<file path="src/rtl/core/adjacency_matrix_graph_engine_assert.svh">
// ----------------------------------------------------------------------------
// Assertion macros for the adjacency matrix graph engine
// Concurrent checks clocked on clk and disabled while rst is high. They
// compile to nothing when SYNTHESIS is defined.
// ----------------------------------------------------------------------------
`ifndef ADJACENCY_MATRIX_GRAPH_ENGINE_ASSERT_SVH
`define ADJACENCY_MATRIX_GRAPH_ENGINE_ASSERT_SVH
`ifndef SYNTHESIS
// Same-cycle implication.
`define AMGE_ASSERT(lbl, ante, cons, msg) \
  lbl: assert property (@(posedge clk) disable iff (rst) (ante) |-> (cons)) \
    else $error(msg);
// Next-cycle implication.
`define AMGE_ASSERT_NEXT(lbl, ante, cons, msg) \
  lbl: assert property (@(posedge clk) disable iff (rst) (ante) |=> (cons)) \
    else $error(msg);
`else
`define AMGE_ASSERT(lbl, ante, cons, msg)
`define AMGE_ASSERT_NEXT(lbl, ante, cons, msg)
`endif
`endif

</file>
<file path="src/rtl/core/amge_pkg.sv">
// ----------------------------------------------------------------------------
// Graph engine package
// Request and result types, operation codes and default sizes shared by the
// controller and the top level.
// ----------------------------------------------------------------------------
package amge_pkg;

  // Field widths fixed by the request and result formats.
  localparam int NODE_FIELD_BITS   = 6;
  localparam int WEIGHT_FIELD_BITS = 8;
  localparam int MASK_BITS         = 64;
  localparam int COUNT_BITS        = 12;
  localparam int CFG_BITS          = 7;

  // Defaults for the top-level parameters.
  localparam int DEF_NODES       = 64;
  localparam int DEF_WEIGHT_BITS = 8;

  // Reset value of the active node count register.
  localparam logic [CFG_BITS-1:0] NODE_COUNT_RESET = 7'd64;

  // Operation codes carried in request.operation.
  typedef enum logic [2:0] {
    OP_ADD        = 3'd0,
    OP_DELETE     = 3'd1,
    OP_SET_WEIGHT = 3'd2,
    OP_READ       = 3'd3,
    OP_COUNT      = 3'd4,
    OP_CONNECT    = 3'd5
  } op_t;

  typedef struct packed {
    logic [2:0]                   operation;
    logic [NODE_FIELD_BITS-1:0]   node_a;
    logic [NODE_FIELD_BITS-1:0]   node_b;
    logic [WEIGHT_FIELD_BITS-1:0] weight;
  } req_t;

  typedef struct packed {
    logic                         edge_present;
    logic [WEIGHT_FIELD_BITS-1:0] edge_weight;
    logic [MASK_BITS-1:0]         neighbour_mask;
    logic [COUNT_BITS-1:0]        edge_count;
    logic                         connected;
    logic                         index_error;
  } res_t;

endpackage

</file>
<file path="src/rtl/core/amge_ctrl.sv">
// ----------------------------------------------------------------------------
// Graph engine controller
// Accepts requests, sequences read-modify-write of the row and weight
// memories, scans rows for edge counting and connectivity passes, and
// holds the node count register and the result register.
// ----------------------------------------------------------------------------
`include "adjacency_matrix_graph_engine_assert.svh"

module amge_ctrl #(
  parameter int NODES       = amge_pkg::DEF_NODES,
  parameter int WEIGHT_BITS = amge_pkg::DEF_WEIGHT_BITS
) (
  input  logic                         clk,
  input  logic                         rst,
  input  logic                         start,
  input  amge_pkg::req_t               request,
  output logic                         busy,
  output logic                         done,
  output amge_pkg::res_t               result,
  input  logic                         cfg_valid,
  output logic                         cfg_ready,
  input  logic [amge_pkg::CFG_BITS-1:0] cfg_data,
  output logic                         row_re,
  output logic [$clog2(NODES)-1:0]     row_raddr,
  input  logic [NODES-1:0]             row_rdata,
  output logic                         row_we,
  output logic [$clog2(NODES)-1:0]     row_waddr,
  output logic [NODES-1:0]             row_wdata,
  output logic                         wgt_re,
  output logic [2*$clog2(NODES)-1:0]   wgt_raddr,
  input  logic [WEIGHT_BITS-1:0]       wgt_rdata,
  output logic                         wgt_we,
  output logic [2*$clog2(NODES)-1:0]   wgt_waddr,
  output logic [WEIGHT_BITS-1:0]       wgt_wdata
);
  import amge_pkg::*;

  localparam int NB = $clog2(NODES);
  localparam logic [NODES-1:0] ROW_ONE = NODES'(1);
  localparam logic [CFG_BITS-1:0] NODES_CFG = CFG_BITS'(NODES);

  typedef enum logic [4:0] {
    ST_IDLE  = 5'b00001,
    ST_ROW_A = 5'b00010,
    ST_ROW_B = 5'b00100,
    ST_WGT_B = 5'b01000,
    ST_SCAN  = 5'b10000
  } state_t;

  function automatic logic [3:0] pop8(input logic [7:0] v);
    logic [3:0] c;
    c = '0;
    for (int k = 0; k < 8; k++) begin
      c = c + 4'(v[k]);
    end
    return c;
  endfunction

  state_t                 state;
  logic [CFG_BITS-1:0]    node_count;
  logic [2:0]             op_q;
  logic [NODE_FIELD_BITS-1:0] a_q;
  logic [NODE_FIELD_BITS-1:0] b_q;
  logic [WEIGHT_BITS-1:0] w_q;
  logic [CFG_BITS-1:0]    n_q;
  logic [MASK_BITS-1:0]   act_q;
  res_t                   res;

  // Scan pipeline: issue index, returned row index, popcount lanes.
  logic [CFG_BITS-1:0]    scan_idx;
  logic                   rd_vld;
  logic [NODE_FIELD_BITS-1:0] rd_idx;
  logic                   pc_vld;
  logic                   pc_last;
  logic [7:0][3:0]        pc_lane;
  logic [COUNT_BITS-1:0]  total;

  // Connectivity sets and the visited set at the start of the pass.
  logic [MASK_BITS-1:0]   reached;
  logic [MASK_BITS-1:0]   visited;
  logic [MASK_BITS-1:0]   visited_start;

  logic                   accept;
  logic                   req_err;
  logic [CFG_BITS-1:0]    n_now;
  logic [MASK_BITS-1:0]   act_now;
  logic                   scan_issue;
  logic                   pass_end;
  logic [MASK_BITS-1:0]   row64;
  logic [MASK_BITS-1:0]   cnt_masked;
  logic [MASK_BITS-1:0]   vis_upd;
  logic [MASK_BITS-1:0]   rch_upd;
  logic                   hit;
  logic [6:0]             lane_sum;
  logic [COUNT_BITS-1:0]  total_sum;
  logic [NODES-1:0]       bit_a_row;
  logic [NODES-1:0]       bit_b_row;
  logic [WEIGHT_BITS-1:0] w_edit;
  logic                   edge_hit;
  res_t                   res_err;
  res_t                   res_rd;
  logic                   finish;
  res_t                   res_next;

  assign busy      = (state != ST_IDLE);
  assign cfg_ready = (state == ST_IDLE);
  assign accept    = start && !busy;
  assign result    = res;

  // Active node count with out-of-range register values clamped.
  always_comb begin
    if (node_count == '0) begin
      n_now = CFG_BITS'(1);
    end else if (node_count > NODES_CFG) begin
      n_now = NODES_CFG;
    end else begin
      n_now = node_count;
    end
    if (n_now >= CFG_BITS'(MASK_BITS)) begin
      act_now = '1;
    end else begin
      act_now = (MASK_BITS'(1) << n_now) - MASK_BITS'(1);
    end
  end

  // Bad node index on an edge operation.
  assign req_err = (request.operation <= OP_READ) &&
                   (({1'b0, request.node_a} >= n_now) ||
                    ({1'b0, request.node_b} >= n_now));

  // Edge edit helpers.
  assign row64     = MASK_BITS'(row_rdata);
  assign bit_a_row = ROW_ONE << a_q[NB-1:0];
  assign bit_b_row = ROW_ONE << b_q[NB-1:0];
  assign edge_hit  = row_rdata[b_q[NB-1:0]];
  assign w_edit    = ((op_q == OP_ADD) && (a_q != b_q)) ? w_q : '0;

  // Scan control.
  assign scan_issue = (state == ST_SCAN) && (scan_idx < n_q);
  assign pass_end   = rd_vld && ({1'b0, rd_idx} == (n_q - CFG_BITS'(1)));

  // Edge count: mask the returned row to the upper triangle of active nodes.
  assign cnt_masked = row64 & act_q & ({MASK_BITS{1'b1}} << rd_idx);

  always_comb begin
    lane_sum = '0;
    for (int k = 0; k < 8; k++) begin
      lane_sum = lane_sum + 7'(pc_lane[k]);
    end
    total_sum = total + COUNT_BITS'(lane_sum);
  end

  // Connectivity: visit the returned row if it is reached and not yet visited.
  always_comb begin
    hit     = reached[rd_idx] && !visited[rd_idx];
    vis_upd = visited;
    rch_upd = reached;
    if (hit) begin
      vis_upd = visited | (MASK_BITS'(1) << rd_idx);
      rch_upd = reached | (row64 & act_q);
    end
  end

  // Result words for the error and read cases.
  always_comb begin
    res_err             = '0;
    res_err.index_error = 1'b1;
    res_rd                = '0;
    res_rd.edge_present   = edge_hit;
    res_rd.edge_weight    = edge_hit ? WEIGHT_FIELD_BITS'(wgt_rdata) : '0;
    res_rd.neighbour_mask = row64 & act_q;
  end

  // Request completion and the result word it leaves behind.
  always_comb begin
    finish   = 1'b0;
    res_next = '0;
    case (state)
      ST_IDLE: begin
        if (accept) begin
          if (req_err) begin
            finish   = 1'b1;
            res_next = res_err;
          end else if (!(request.operation inside {OP_ADD, OP_DELETE, OP_SET_WEIGHT,
                                                   OP_READ, OP_COUNT, OP_CONNECT})) begin
            finish = 1'b1;
          end
        end
      end
      ST_ROW_A: begin
        if (op_q == OP_READ) begin
          finish   = 1'b1;
          res_next = res_rd;
        end else if ((op_q == OP_SET_WEIGHT) && !edge_hit) begin
          finish = 1'b1;
        end
      end
      ST_ROW_B, ST_WGT_B: begin
        finish = 1'b1;
      end
      ST_SCAN: begin
        if (op_q == OP_COUNT) begin
          if (pc_vld && pc_last) begin
            finish              = 1'b1;
            res_next.edge_count = total_sum;
          end
        end else if (pass_end) begin
          if (vis_upd == act_q) begin
            finish             = 1'b1;
            res_next.connected = 1'b1;
          end else if (vis_upd == visited_start) begin
            finish = 1'b1;
          end
        end
      end
      default: begin
      end
    endcase
  end

  // Memory port drive.
  always_comb begin
    row_re    = 1'b0;
    row_raddr = scan_idx[NB-1:0];
    row_we    = 1'b0;
    row_waddr = a_q[NB-1:0];
    row_wdata = row_rdata;
    wgt_re    = 1'b0;
    wgt_raddr = {request.node_a[NB-1:0], request.node_b[NB-1:0]};
    wgt_we    = 1'b0;
    wgt_waddr = {a_q[NB-1:0], b_q[NB-1:0]};
    wgt_wdata = w_edit;
    case (state)
      ST_IDLE: begin
        if (accept && !req_err &&
            (request.operation inside {OP_ADD, OP_DELETE, OP_SET_WEIGHT, OP_READ})) begin
          row_re    = 1'b1;
          row_raddr = request.node_a[NB-1:0];
          wgt_re    = (request.operation == OP_READ);
        end
      end
      ST_ROW_A: begin
        if (op_q inside {OP_ADD, OP_DELETE}) begin
          row_we    = 1'b1;
          row_wdata = (op_q == OP_ADD) ? (row_rdata | bit_b_row) :
                                         (row_rdata & ~bit_b_row);
          row_re    = 1'b1;
          row_raddr = b_q[NB-1:0];
          wgt_we    = 1'b1;
        end else if ((op_q == OP_SET_WEIGHT) && edge_hit) begin
          wgt_we    = 1'b1;
          wgt_wdata = w_q;
        end
      end
      ST_ROW_B: begin
        row_we    = 1'b1;
        row_waddr = b_q[NB-1:0];
        row_wdata = (op_q == OP_ADD) ? (row_rdata | bit_a_row) :
                                       (row_rdata & ~bit_a_row);
        wgt_we    = 1'b1;
        wgt_waddr = {b_q[NB-1:0], a_q[NB-1:0]};
      end
      ST_WGT_B: begin
        wgt_we    = 1'b1;
        wgt_waddr = {b_q[NB-1:0], a_q[NB-1:0]};
        wgt_wdata = w_q;
      end
      ST_SCAN: begin
        row_re = scan_issue;
      end
      default: begin
      end
    endcase
  end

  // Scan pipeline payload.
  always_ff @(posedge clk) begin
    rd_idx  <= scan_idx[NODE_FIELD_BITS-1:0];
    pc_last <= pass_end;
    for (int k = 0; k < 8; k++) begin
      pc_lane[k] <= pop8(cnt_masked[8*k +: 8]);
    end
  end

  // Result register; loaded when a request finishes.
  always_ff @(posedge clk) begin
    if (finish) begin
      res <= res_next;
    end
  end

  // Sequencer and register file.
  always_ff @(posedge clk) begin
    if (rst) begin
      state      <= ST_IDLE;
      done       <= 1'b0;
      node_count <= NODE_COUNT_RESET;
      rd_vld     <= 1'b0;
      pc_vld     <= 1'b0;
      reached    <= '0;
      visited    <= '0;
    end else begin
      done   <= finish;
      rd_vld <= scan_issue;
      pc_vld <= rd_vld && (op_q == OP_COUNT);
      if (cfg_valid && cfg_ready) begin
        node_count <= cfg_data;
      end
      case (state)
        ST_IDLE: begin
          if (accept) begin
            op_q          <= request.operation;
            a_q           <= request.node_a;
            b_q           <= request.node_b;
            w_q           <= WEIGHT_BITS'(request.weight);
            n_q           <= n_now;
            act_q         <= act_now;
            scan_idx      <= '0;
            total         <= '0;
            visited_start <= '0;
            if (!req_err) begin
              if (request.operation inside {OP_ADD, OP_DELETE, OP_SET_WEIGHT,
                                            OP_READ}) begin
                state <= ST_ROW_A;
              end else if (request.operation == OP_COUNT) begin
                state <= ST_SCAN;
              end else if (request.operation == OP_CONNECT) begin
                state   <= ST_SCAN;
                reached <= MASK_BITS'(1);
                visited <= '0;
              end
            end
          end
        end
        ST_ROW_A: begin
          case (op_q)
            OP_ADD, OP_DELETE: begin
              state <= ST_ROW_B;
            end
            OP_SET_WEIGHT: begin
              state <= edge_hit ? ST_WGT_B : ST_IDLE;
            end
            default: begin
              state <= ST_IDLE;
            end
          endcase
        end
        ST_ROW_B, ST_WGT_B: begin
          state <= ST_IDLE;
        end
        ST_SCAN: begin
          if (scan_issue) begin
            scan_idx <= scan_idx + CFG_BITS'(1);
          end
          if (op_q == OP_COUNT) begin
            if (pc_vld) begin
              total <= total_sum;
              if (pc_last) begin
                state <= ST_IDLE;
              end
            end
          end else if (rd_vld) begin
            visited <= vis_upd;
            reached <= rch_upd;
            if (pass_end) begin
              if ((vis_upd == act_q) || (vis_upd == visited_start)) begin
                state <= ST_IDLE;
              end else begin
                visited_start <= vis_upd;
                scan_idx      <= '0;
              end
            end
          end
        end
        default: begin
          state <= ST_IDLE;
        end
      endcase
    end
  end

  // Checks on the sequencer.
  `AMGE_ASSERT(a_release_with_result, $fell(busy), done, "busy fell without a result")
  `AMGE_ASSERT(a_row_we_state, row_we, (state == ST_ROW_A) || (state == ST_ROW_B), "stray row write")
  `AMGE_ASSERT(a_visited_in_reached, 1'b1, (visited & ~reached) == '0, "visited node not reached")
  `AMGE_ASSERT_NEXT(a_error_result, accept && req_err, done && result.index_error, "no error result")

endmodule

</file>
<file path="config.mk">
export PLATFORM = sky130hd
export DESIGN_NAME = amge_ctrl
export DESIGN_NICKNAME = d
export VERILOG_FILES = /design/src/rtl/core/amge_pkg.sv /design/src/rtl/core/amge_ctrl.sv
export VERILOG_INCLUDE_DIRS = /design/src /design/src/rtl/core
export SDC_FILE = /design/constraint.sdc
export NUM_CORES = 1
export LEC_CHECK = 0
export ABC_CLOCK_PERIOD_IN_PS = 7000
export BUFFER_PORTS_ARGS = -buffer_cell sky130_fd_sc_hd__buf_2
export CORE_MARGIN = 2
export CORE_UTILIZATION = 35
export CTS_CLUSTER_DIAMETER = 40
export DETAILED_ROUTE_END_ITERATION = 16
export PLACE_DENSITY = 0.52
export RECOVER_POWER = 50
export SYNTH_ARGS = -nofsm -noshare
export SYNTH_HDL_FRONTEND = slang
export SYNTH_SLANG_ARGS = --single-unit
</file>
<file path="constraint.sdc">
create_clock -name clk -period 7 [get_ports clk]
set_input_delay 0.7 -clock clk [delete_from_list [all_inputs] [get_ports clk]]
set_output_delay 0.7 -clock clk [all_outputs]
set_load 0.03 [all_outputs]
</file>
==> impl_metrics.toml, run 1 <==
[logic_synthesis]
synth.most_common_cell = "nand2_1"
synth_common_cells = "nand2_1 (455), nor2_1 (371), a21oi_1 (274)"
seq_area_frac_synth_pct = 38.94
synth_area_sq_um = 29710
ys_top_cells_by_area = "edfxtp_1 (27%), dfxtp_1 (12%), nand2_1 (5.7%)"
synth_cell_types = 99
synth_top_area_cell = "edfxtp_1"
async_flop_share_pct = 0
ys_seq_elements = 446
synth_top_area_share_pct = 26.68
synthCells = 3430
synthFlopType = "edfxtp_1"
synth.avg_cell_area_sq_um = 8.663
synth_edf_count = 264
yosys_warnings = 0

[layout]
final_util_pct = 42.18
drive_gt1_share_pct = 14.05
fillers = 8598
register_area_sq_um = 11580
multiInputGateArea_sq_um = 16560
fin_nets = 3952
syn2layout_area_growth_pct = 19.00

[power]
ir_drop_v = 0.0003148
p_per_area_nw_per_um2 = 343.3
p_leak_uw = 0.01290

[floorplanning]
num_rows = 106
dieArea_sq_um = 87240
pin_count = 308
dieHeight_um = 295.4
die_w_um = 295.4
start_util_pct = 35.45
core_area_sq_um = 83820

[cts]
cts_tree = "built"
post_cts_buffers = 0
clk_pin_slew_ns = 0.05
clk_root_buffer_cell = "clkbuf_16"
ctsLongestPathBuffers = 3
numCtsBuffers = 76
hold_buffers = 0
cts_resized = 0
clock-sinks = 446
clock_latency_ns = 0.65
htree_levels = 3

[critical_path]
cp_max_fo = 59
critical_path_class = "flop to flop"
worstPathRequired_ns = 7.33
end_kind = "flop"
cp.arrival_ns = 7.04
startpoint_type = "flop"

[placement]
gp_congestion = 1.073
dp.final_hpwl_um = 139900
port_buffers = 307

[routing]
first_pass_iters = 9
drcViolationCount = 0
vias_per_cell = 6.352
drt_iter0_drc = 5128
drt_wl_total_um = 177700
vias = 31330
wl_per_cell_um = 36.03
antenna_left = 0

[run_status]
violations = "max-capacitance violations, max-slew violations"
status = "finished, violations left"

[global_routing]
grt_util_all_layers_pct = 39.81
grt_max_degree = 73
overflow = 0
antenna_found_initial = 15
grt_pass1_wl_um = 239700
grt_pass1_vias = 28820

[sta]
setup_tns_ns = 0
setup-violations-final = 0
period_minus_slack_ns = 6.711
grt_setup_unrepaired = "no"
max_freq_mhz = 149.0
tightest_slew_ns = 3.489
slew_headroom_pct = -132.6
final-hold-violation-count = 0
finalCritPeriodShare_pct = 95.87
skew_ns = 0.02569
slew_violations = 242

[min_path]
holdCritPathClass = "input port to flop"

[run]
maxCapViolations = 5
==> worst max-delay path, cell delays in order (launching register included) <==
cell      delay, ns
dfxtp_4        0.91
mux2_1         0.39
o22ai_1        0.29
o211ai_1       0.16
a22oi_1        1.42
a21oi_1        0.26
a22o_1         0.32
or4_1          0.40
or4_1          0.56
or4_4          0.56
o21ai_1        0.27
a21o_4         0.46
buf_12         0.26
==> state kept, by name, summed over array words and instances, names as in the netlist, 6 cells and up <==
signal	count
result	87
act_q	64
reached	64
visited	64
visited_start	64
pc_lane	32
total	12
w_q	8
n_q	7
node_count	7
scan_idx	7
a_q	6
b_q	6
rd_idx	6
==> area by class of cell <==
class	instances	share of cell area, %
Multi-Input combinational cell	2585	46.85
Sequential cell	446	32.75
Timing Repair Buffer	448	6.791
Clock buffer	93	5.917
Tap cell	1134	4.013
Inverter	172	1.826
Clock inverter	49	1.819
Antenna cell	6	0.04246
==> path summary, 6_finish.rpt <==
check                endpoint        start  slack, ns  depth (start not counted)
setup / recovery   result[11]    rd_idx[1]       0.29                         12
setup reg to reg   result[11]    rd_idx[1]       0.29                         12
hold / removal         w_q[1]   request[1]       0.23                          1
hold reg to reg   reached[32]  reached[32]       0.47                          2
==> power by group <==
part	leakage [uW]	internal, uW	switching, uW
clock	0.00130	2480	1490
sequential	0.00390	3220	478
combinational	0.00770	1400	3080
total	0.0129	7100	5040
==> cell families after synthesis <==
family	synth area share, %
fa+ha+maj	6.451
buf+inv	5.516
compound gates	19.79
mux	5.221
other cells	0.01262
flops	38.94
simple gates	22.45
xor+xnor	1.621
==> placed cells by master (no fill, tap or decap), types with 20 or more instances in the layout <==
cell	synthesis	final
o211ai_1	37	37
xor2_1	26	26
nor2b_1	104	104
mux2_2	23	22
a211oi_1	39	39
a211o_1	30	30
nand2b_1	95	95
nor2_1	371	370
a22oi_1	42	43
mux2i_1	59	59
clkbuf_16	0	81
clkbuf_1	165	157
and3_1	20	20
xnor2_1	29	29
nor3_1	73	73
buf_2	17	173
inv_1	170	170
nor4_1	24	24
o311ai_0	30	30
ha_1	58	58
o22ai_1	48	48
nand2_1	455	455
fa_1	59	59
nand3_1	83	83
and2_1	38	22
o21ai_0	111	112
edfxtp_1	264	264
or3_1	20	20
a31oi_1	107	106
mux4_2	28	28
buf_4	23	125
nand4_1	27	27
dfxtp_1	182	178
a21oi_1	274	273
==> per-stage QoR <==
stage               total power, uW  instances  setup WS, ns  instance area (sq um)  hold WS [ns]
finish                        12140       4933        0.2893                  35360        0.2298
global route                  12650       4928        0.2311                  35350        0.2083
CTS                           12120       4927        0.6847                  35600        0.1906
detailed placement             8121       4785         1.025                  32870        0.4569
global placement               8154       4785         1.096                  32870        0.4462
floorplan                      6281       3431         1.296                  29720        0.4319
==> routing by layer <==
layer	routed length [um]	vias up	global-route usage, %
li1	-	13080	-
met1	75780	15550	56.85
met2	72190	2279	55.34
met3	21250	423	11.97
met4	8499	4	16.55
met5	26	-	0
No activity file was read; power rests on OpenSTA's default activity.
==> inputs of run 2 (changes only) <==
--- a/config.mk
+++ b/config.mk
@@ -6,7 +6,7 @@
 export SDC_FILE = /design/constraint.sdc
 export NUM_CORES = 1
 export LEC_CHECK = 0
-export ABC_CLOCK_PERIOD_IN_PS = 7000
+export ABC_CLOCK_PERIOD_IN_PS = 7700
 export BUFFER_PORTS_ARGS = -buffer_cell sky130_fd_sc_hd__buf_2
 export CORE_MARGIN = 2
 export CORE_UTILIZATION = 35
==> constraint.sdc (replaced) <==
create_clock -name clk -period 7.7 [get_ports clk]
set_input_delay 0.77 -clock clk [delete_from_list [all_inputs] [get_ports clk]]
set_output_delay 0.77 -clock clk [all_outputs]
set_load 0.03 [all_outputs]
==> run 2 against run 1 <==
  * The flow still finishes with violations (max-capacitance violations, max-slew violations)
  * Clock skew increased by 0.016 ns
  * Combinational power shrank 9.2%
  * Register-to-register slack improved by 0.26 ns
  * Hold slack gained 0.059 ns
  * Cell count fell by 0.36%
  * Critical path depth up 2
  * Core utilization shrank 0.19 points
  * Non-clock buffer count down 26
  * Critical path type unchanged
  * Highest routed layer unchanged
==> impl_metrics.toml, run 2 (synthesized netlist as in run 1, its figures left out) <==
[run_status]
status = "finished, violations left"
violations = "max-capacitance violations, max-slew violations"

[cts]
clk_pin_slew_ns = 0.06
hold_buffers = 0
cts_tree = "built"
htree_levels = 3
post_cts_buffers = 0
clk_root_buffer_cell = "clkbuf_16"
cts_resized = 0
ctsLongestPathBuffers = 3
numCtsBuffers = 80
clock-sinks = 446
clock_latency_ns = 0.67

[layout]
register_area_sq_um = 11580
design_area_sq_um = 35200
fillers = 8615
multiInputGateArea_sq_um = 16570
final_common_cell = "nand2_1"
largest_reg_flops = 87
fin_nets = 3930
drive_gt1_share_pct = 13.38
syn2layout_area_growth_pct = 18.46
layout_common_cells = "nand2_1 (455), nor2_1 (370), a21oi_1 (273)"

[sta]
final-hold-violation-count = 0
max_freq_mhz = 139.9
setup-violations-final = 0
finalCritPeriodShare_pct = 92.81
grt_setup_unrepaired = "no"
slew_violations = 280
whs_ns = 0.2889
slew_headroom_pct = -114.1
worst_slack_ns = 0.5535
setup_tns_ns = 0
skew_ns = 0.04164
period_minus_slack_ns = 7.147
tightest_slew_ns = 3.211

[routing]
wl_met3_um = 20640
vias_per_cell = 6.309
drt_iter0_drc = 4728
wl_met1_um = 71230
drcViolationCount = 0
first_pass_iters = 6
route.met2.wl_um = 69340
vias = 31010
routed.top_layer = "met5"
antenna_left = 0
drt_wl_total_um = 171300
wl_per_cell_um = 34.85

[placement]
place_area_sq_um = 32670
dp.final_hpwl_um = 133600
pre_cts_slack_ns = 1.319
gp_congestion = 1.109
port_buffers = 307

[min_path]
holdCritPathClass = "input port to flop"
min_delay_path_depth = 1

[power]
p_per_area_nw_per_um2 = 315.9
seqPwrFrac_pct = 30.4
switchingPower_uw = 4615
power.internal_uw = 6503
ir_drop_v = 0.0003044
power.total_uw = 11120
swShare_pct = 41.51
p_clk_share_pct = 33.0
p_leak_uw = 0.01280
comb_power_share_pct = 36.6

[global_routing]
overflow = 0
grt_pass1_wl_um = 232100
antenna_found_initial = 16
grt_pass1_vias = 28830
grt_max_degree = 92
grt_util_all_layers_pct = 38.33

[floorplanning]
start_util_pct = 35.45
num_rows = 106
dieHeight_um = 295.4
dieArea_sq_um = 87240
pin_count = 308
die_w_um = 295.4
core_area_sq_um = 83820

[critical_path]
cp_max_fo = 64
startpoint_type = "flop"
critical_path_class = "flop to flop"
cp.arrival_ns = 7.40
r2r.worst_path.cells = 14
end_kind = "flop"
worstPathRequired_ns = 7.95

[run]
maxCapViolations = 5
run 2: cell types whose count changed in the layout (fill, tap and decap cells not counted), sizes merged:
cell      change
bufinv        +1
inv           +1
clkinv        +6
buf          -29
clkbuf        +7
clkinvlp      -4
run 2: worst max-delay path, cell delays in order, from the launching register on:
cell and delay [ns]:
dfxtp_1 1.10, nor2b_1 0.85, a22oi_1 0.14, and3_1 0.28, nor4_1 0.51, and2_1 1.00
buf_4 0.30, mux2i_1 0.19, nand4_1 0.26, a211o_1 0.31, or4_4 0.60, o21ai_1 0.25
o31ai_2 0.19, and2_2 0.25, buf_4 0.34
run 2: layout make-up:
class                      count  area share [%]
antenna                        6         0.04265
clock buffer                  97           5.925
clock inverter                53           1.983
inverter                     172           1.834
multi-input combinational   2585           47.09
sequential                   446           32.89
tap                         1134           4.031
timing repair buffer         422           6.206
run 2: layer usage:
metal / GRT usage [%] / vias to the layer above
li1: - / 13030
met1: 52.97 / 15330
met2: 52.98 / 2158
met3: 12.45 / 480
met4: 19.56 / 8
met5: 0.2217 / -
run 2: power groups by stage:
stage / Clock [uW] / Combinational (uW) / Sequential [uW]
after CTS: 3700 / 4030 / 3340
after global placement: 0 / 3990 / 3390
after floorplan: 0 / 2470 / 3240
after detailed placement: 0 / 4020 / 3380
final: 3660 / 4070 / 3380
after global routing: 3810 / 4380 / 3380
run 2: through the flow:
step                instances  utilization [%]
finish                   4915            41.99
global route             4910            41.98
CTS                      4909            42.30
detailed placement       4759            38.97
global placement         4759            38.97
floorplan                3431                -
run 2: worst paths after layout:
check / start / to / slack, ns
worst max-delay path: rd_idx[2] / visited_start[29] / 0.55
worst max register to register: rd_idx[2] / visited_start[29] / 0.55
worst min-delay path: request[4] / w_q[4] / 0.29
worst min register to register: reached[26] / reached[26] / 0.47
